==> src/hdl/bmp_pkg.sv <==
// bmp_pkg: shared widths, register indexes and types for the block mean pixelate block
// no dependencies

package bmp_pkg;

  // field widths fixed by the register map and the result format
  localparam int SZ_W    = 12;
  localparam int PIX_W   = 8;
  localparam int IDX_W   = 11;
  localparam int SUM_W   = 30;
  localparam int AREA_W  = 2 * SZ_W;
  localparam int NUM_W   = 32;
  localparam int CFG_A_W = 8;

  // configuration register indexes
  localparam logic [CFG_A_W-1:0] REG_PLANE_W = 8'd0;
  localparam logic [CFG_A_W-1:0] REG_PLANE_H = 8'd1;
  localparam logic [CFG_A_W-1:0] REG_BLOCK_W = 8'd2;
  localparam logic [CFG_A_W-1:0] REG_BLOCK_H = 8'd3;

  // divider status toward the control logic
  typedef struct packed {
    logic busy;
    logic done;
  } div_stat_t;

endpackage

==> src/hdl/bmp_div.sv <==
// bmp_div: restoring divider, one quotient bit per cycle, 8-bit quotient
// depends on bmp_pkg; the caller guarantees num < 256 * den

module bmp_div import bmp_pkg::*; (
  input  logic              clk,
  input  logic              rst_n,
  input  logic              start,
  input  logic [NUM_W-1:0]  num,
  input  logic [AREA_W-1:0] den,
  output div_stat_t         stat,
  output logic [PIX_W-1:0]  quot
);

  localparam int STEP_W = $clog2(PIX_W);

  logic [NUM_W-1:0]  rem_r;
  logic [AREA_W-1:0] den_r;
  logic [PIX_W-1:0]  q_r;
  logic [STEP_W-1:0] step_r;
  logic              busy_r;
  logic              done_r;
  logic [NUM_W-1:0]  shifted;

  // divisor aligned to the current quotient bit
  assign shifted = NUM_W'(den_r) << step_r;

  // control
  always_ff @(posedge clk) begin
    if (!rst_n) begin
      busy_r <= 1'b0;
      done_r <= 1'b0;
    end else begin
      done_r <= 1'b0;
      if (start) begin
        busy_r <= 1'b1;
      end else if (busy_r && step_r == '0) begin
        busy_r <= 1'b0;
        done_r <= 1'b1;
      end
    end
  end

  // datapath: compare and subtract per step
  always_ff @(posedge clk) begin
    if (start) begin
      rem_r  <= num;
      den_r  <= den;
      q_r    <= '0;
      step_r <= STEP_W'(PIX_W - 1);
    end else if (busy_r) begin
      if (rem_r >= shifted) begin
        rem_r     <= rem_r - shifted;
        q_r[step_r] <= 1'b1;
      end
      step_r <= step_r - STEP_W'(1);
    end
  end

  assign stat.busy = busy_r;
  assign stat.done = done_r;
  assign quot      = q_r;

endmodule
==> config.mk <==
export PLATFORM = sky130hd
export DESIGN_NAME = bmp_div
export DESIGN_NICKNAME = d
export VERILOG_FILES = /design/src/hdl/bmp_pkg.sv /design/src/hdl/bmp_div.sv
export SDC_FILE = /design/constraint.sdc
export NUM_CORES = 1
export LEC_CHECK = 0
export ABC_AREA = 1
export BUFFER_PORTS_ARGS = -buffer_cell sky130_fd_sc_hd__clkbuf_2
export CORE_ASPECT_RATIO = 0.5
export CORE_MARGIN = 2
export CORE_UTILIZATION = 35
export CTS_CLUSTER_SIZE = 12
export DETAILED_ROUTE_END_ITERATION = 16
export PLACE_DENSITY = 0.54
export SLEW_MARGIN = 20
export SYNTH_ARGS = -nofsm -noshare
export SYNTH_HDL_FRONTEND = slang
export SYNTH_SLANG_ARGS = --single-unit
==> constraint.sdc <==
create_clock -name clk -period 4.22 [get_ports clk]
set_clock_uncertainty 0.15 [all_clocks]
set_input_delay 1.266 -clock clk [delete_from_list [all_inputs] [get_ports clk]]
set_output_delay 1.266 -clock clk [all_outputs]
set_load 0.05 [all_outputs]
**Word level (Yosys, flattened, before mapping)**

Cells that the tools add are included.

- Flip-flop bits (word level): 69
- Input bits: 59
- Output and inout port bits: 10
- Logic and storage cells: 31

- $add $sub $neg: 2
- Magnitude comparators: 3
- Shift operators: 1
- Mux-type cells: 8
- Bitwise gates (word level): 2
- Reductions and logical operators: 9

Operators with widths:

| kind | number |
|---|---|
| 32-bit 2-to-1 mux | 3 |
| 32-bit greater-or-equal comparator | 1 |
| 24-bit by 3-bit << shifter with 32-bit output | 1 |
| 32-bit subtractor | 1 |
| 8-bit OR | 1 |
| 2-bit nonzero test | 3 |
| 3-bit by 4-bit less-than comparator with 1-bit output (second input constant) | 1 |
| 1-bit 2-to-1 mux | 4 |
| 2-bit AND reduction | 2 |
| 1-bit demux with 3-bit select | 1 |
| 3-bit by 1-bit greater-or-equal comparator with 1-bit output (second input constant) | 1 |
| 3-bit logical NOT | 1 |
| 3-bit by 1-bit subtractor with 3-bit output (second input constant) | 1 |
| 1-bit logical AND | 2 |
| 2-bit OR reduction | 1 |
| 1-bit NOT | 1 |

**Depth between registers and ports, before layout**

- Depth in word-level cells: 5
- Depth in mapped cells: 21

**Least setup slack after synthesis**

Ideal clock, no wire load.

- Path type: register -> register
- Start: reg step_r[0]
- End: reg rem_r[0] (enable)
- Data arrival time: 2.713 ns
- Path slack: 0.879 ns
- Stages on the path, launching flop included: 16
- Cell sequence: dfxtp_1 buf_2 nand2_1 nand3_1 o21ai_0 or2_2 ha_1 or2_1 nand3_1 nand2_2 nand2_1 nand3_2 nand2_2 nand2_4 nand2_1 nand2_1

- Longest elaborated chain between the ends: 4

RTL lines:

| what | RTL line | source |
|---|---|---|
| start: declaration | bmp_div.sv:19 | `logic [STEP_W-1:0] step_r;` |
| start signal: assignment | bmp_div.sv:49 | `step_r <= STEP_W'(PIX_W - 1);` |
| start signal: assignment | bmp_div.sv:55 | `step_r <= step_r - STEP_W'(1);` |
| 24-bit by 3-bit << shifter with 32-bit output | bmp_div.sv:25 | `assign shifted = NUM_W'(den_r) << step_r;` |
| 32-bit greater-or-equal comparator | bmp_div.sv:51 | `if (rem_r >= shifted) begin` |
| 2-bit nonzero test (no source line) | n/a |  |
| 2-bit AND reduction (no source line) | n/a |  |
| end signal: assignment | bmp_div.sv:46 | `rem_r <= num;` |
| end signal: assignment | bmp_div.sv:52 | `rem_r <= rem_r - shifted;` |
| end: declaration | bmp_div.sv:16 | `logic [NUM_W-1:0] rem_r;` |

No other way between the ends.
A chain may end at the register's enable or synchronous reset.

**Worst setup path after layout**

- Start: reg step_r[0]
- End: reg rem_r[7] (enable)

Same word-level chain as after synthesis.

==> metrics.log <==
[metrics] outcome: finished clean
[metrics] combinational family with the most area after synthesis: simple AND/OR/NAND/NOR gates
[metrics] area of the mapped netlist: 0.00558 mm2
[metrics] count of port buffers added during placement: 68
[metrics] placed cell area: 0.00611 mm2
[metrics] ordered cell list for the critical path: buf_4, mux2i_1, o21ai_0, o21ai_0, ha_1, nand2_2, nor2_4, inv_2, nor2_4, nand3_1, nand3_2, nand2_2, nand2_4, nand2_1, nand2_1, buf_4
[metrics] number of nets with antenna violations after detailed routing: 0
[metrics] Critical Path AT: 3.47 ns
[metrics] Fin. Hold Viols: 0
[metrics] initial standard-cell utilization of the core: 36.0%
[metrics] fin worst setup slack: 0.590 ns
[metrics] via count of the first global-routing pass: 4930
[metrics] worst hold-check slack: 0.300 ns
[metrics] crit path buf inv count: 3
[metrics] TritonCTS clock tree: done
[metrics] leakage component of the power: 3.13 nW
[metrics] CP Launch Type: register
[metrics] delay-heaviest family, CP: simple AND/OR/NAND/NOR gates
[metrics] proportion of synthesized chip area in sequential cells: 34.8%
[metrics] CTS H-tree depth: 3
[metrics] I/O pin cnt: 69
[metrics] first-pass GRT wire length: 25.7 mm
[metrics] filler cell count: 1665
[metrics] leading cell type by number of instances after synthesis: sky130_fd_sc_hd__nand2_1
[metrics] count of yosys warnings during synthesis: 0
[metrics] clock buffer count from CTS: 9
[metrics] number of placed instances, taps included: 1082
[metrics] count of antenna diodes in the layout: 0
[metrics] post-layout total power: 3.44 mW
[metrics] compound-gate portion of the synthesized area: 11.3%
[metrics] cell area after layout: 0.00641 mm2
[metrics] total number of vias: 5364
[metrics] Worst slew margin: 45.9%
[metrics] Unique masters post-synth: 42
[metrics] # resized after CTS: 0
[metrics] share of Yosys cell area claimed by the top area cell type: 30.1%
[metrics] multiplexer share of the synthesized area: 0.717%
[metrics] share of flip-flops with an asynchronous set or reset: 0%
[metrics] post-layout utilization of the core: 41.4%
[metrics] primary flip-flop cell chosen by synthesis mapping: sky130_fd_sc_hd__edfxtp_1
[metrics] Post-synth EDFFs: 56
[metrics] post-CTS setup buffer count: 0
[metrics] area fraction in and, or, nand and nor cells after synthesis: 35.4%
[metrics] Synth Area in XOR/XNOR: 1.10%
[metrics] CP Max Fanout: 32
[metrics] setup repair after global routing missed its margin: no
[metrics] chip height: 93.3 um
[metrics] Synthesized Nets: 920
[metrics] 1st-iter DRT viols: 464
[metrics] CTS Sinks: 69
[metrics] detailed-route DRC error count: 0
[metrics] master cell of the clock root buffer: sky130_fd_sc_hd__clkbuf_16
[metrics] Max Freq: 275 MHz
[metrics] clock tree buffer depth: 2
[metrics] largest stage delay on the critical path: 0.47 ns
[metrics] final weighted congestion in routability-driven placement: 0.927
[metrics] data required time of the critical path: 4.06 ns
[metrics] fraction of layout instances using a drive strength above 1: 13.8%
[metrics] detail-routed net length per standard cell: 14.7 um
[metrics] pin count of the biggest net entering global routing: 77
[metrics] overall routing resource usage: 19.6%
[metrics] Die X-Extent: 183 um
[metrics] number of pins exceeding their max-slew limit in the final report: 0
[metrics] class of the tightest hold or removal check: reg -> reg
[metrics] adder and majority cell fraction of the synthesized area: 7.76%
[metrics] most numerous cell types in the synthesized netlist: 325 x sky130_fd_sc_hd__nand2_1, 91 x sky130_fd_sc_hd__inv_1, 56 x sky130_fd_sc_hd__edfxtp_1
[metrics] VDD IR-drop max: 209 uV
[metrics] cell with the biggest individual delay on the critical path: sky130_fd_sc_hd__o21ai_0
[metrics] dominant cell type by area after synthesis: sky130_fd_sc_hd__edfxtp_1
[metrics] shortest clock period the worst path allows after layout: 3.63 ns
[metrics] vias per cell: 4.89
[metrics] Remaining Overflow, GRT: 0
[metrics] period utilisation layout: 86.0%
[metrics] number of hold-repair buffers added at the cts stage: 0
[metrics] clock insertion delay at the later pin of the skew report: 0.35 ns
[metrics] half-perimeter wire length after detailed placement: 12.7 mm
[metrics] flops & latches, synth: 69
[metrics] # setup viols final: 0
[metrics] count of mapped cells out of synthesis: 827
[metrics] Setup WS pre-CTS: 0.620 ns
[metrics] setup tns final: 0 ns
[metrics] ranking of synthesized cells by area: sky130_fd_sc_hd__edfxtp_1 30%, sky130_fd_sc_hd__nand2_1 22%, sky130_fd_sc_hd__ha_1 7.4%, sky130_fd_sc_hd__inv_1 6.1%, sky130_fd_sc_hd__nand3_1 4.8%
[metrics] number of iterations in the first detailed-routing pass: 5
[metrics] sort of element at the end of the critical path: register
[metrics] Die ar.: 0.0170 mm2
[metrics] average cell area after synthesis: 6.75 um2
[metrics] nets: 982
[metrics] Worst Setup Path Type: reg -> reg
[metrics] antenna violations before repair: 0
[metrics] post-detailed-routing wire length: 16.1 mm
[metrics] Std-Cell Rows: 32
[metrics] floorplan core area: 0.0155 mm2
[metrics] clock slew at reported path FFs: 0.06 ns
[metrics] area overhead of the layout relative to synthesis: 14.9%
[metrics] max-capacitance violation count: 0
[metrics] power per unit of standard cell area: 536 mW/mm2
[metrics] worst-margin pin slew: 0.812 ns
[metrics] final cell count without fillers: 1098
==> metal layers <==
metal	vias up	wire length, um	global-route usage, %
met5	-	0	0
met4	0	138	3.56
met1	2391	9060	32.0
li1	2804	-	-
met2	154	5940	26.2
met3	15	967	3.54
==> path summary, 6_finish.rpt <==
path | startpoint | cells after the start | slack (ns) | end
worst max-delay path | step_r[0]$_SDFFE_PP1P_ | 16 | 0.59 | rem_r[7]$_DFFE_PP_
worst min-delay path | quot[2]$_SDFFE_PP0P_ | 2 | 0.30 | quot[2]$_SDFFE_PP0P_
worst max register to register | step_r[0]$_SDFFE_PP1P_ | 16 | 0.59 | rem_r[7]$_DFFE_PP_
worst min register to register | quot[2]$_SDFFE_PP0P_ | 2 | 0.30 | quot[2]$_SDFFE_PP0P_
==> logic make-up (layout without fill, tap and decap cells) <==
kind of cell / count (synthesis) / in the layout
flip-flops: 69 / 69
buffers and inverters: 123 / 190
XOR/XNOR: 7 / 7
multiplexers: 4 / 4
AND/OR/NAND/NOR: 471 / 471
adder cells (fa/ha/maj): 34 / 34
AO/OA/AOI/OAI: 119 / 119
==> cell type report <==
class                      instances  area [um2]  area share [%]
multi-input combinational        635        3140            49.0
sequential                        69        1940            30.3
timing repair buffer              77         408            6.36
inverter                          97         365            5.70
clock buffer                      11         264            4.12
tap                              204         255            3.98
clock inverter                     5        37.5           0.585
==> flip-flops by register name, indices dropped and copies added, names as in the netlist <==
| name | count |
|---|---|
| quot | 8 |
| rem_r | 32 |
| den_r | 24 |
| busy_r | 1 |
| done_r | 1 |
| step_r | 3 |
==> worst min-delay path: stages, from the launching register on <==
cell	delay [ns]
sky130_fd_sc_hd__dfxtp_1	0.31
sky130_fd_sc_hd__inv_1	0.04
sky130_fd_sc_hd__a21oi_1	0.05
==> power breakdown <==
| part | internal, mW | switching (mW) | total [mW] | leakage (nW) |
|---|---|---|---|---|
| Combinational | 0.578 | 1.12 | 1.69 | 2.32 |
| Clock | 0.455 | 0.327 | 0.782 | 0.152 |
| Sequential | 0.891 | 0.0697 | 0.961 | 0.664 |
| Total | 1.92 | 1.51 | 3.44 | 3.13 |
==> layout by cell type, fill, tap and decap left out, types with 13 or more instances in the layout <==
cell type / instances
sky130_fd_sc_hd__nand2_1: 325
sky130_fd_sc_hd__inv_1: 91
sky130_fd_sc_hd__clkbuf_2: 67
sky130_fd_sc_hd__edfxtp_1: 56
sky130_fd_sc_hd__nand3_1: 54
sky130_fd_sc_hd__o21ai_0: 51
sky130_fd_sc_hd__nor2_1: 48
sky130_fd_sc_hd__a21oi_1: 45
sky130_fd_sc_hd__ha_1: 33
sky130_fd_sc_hd__dfxtp_1: 13
Note: power is estimated with default switching activity, not from simulation.
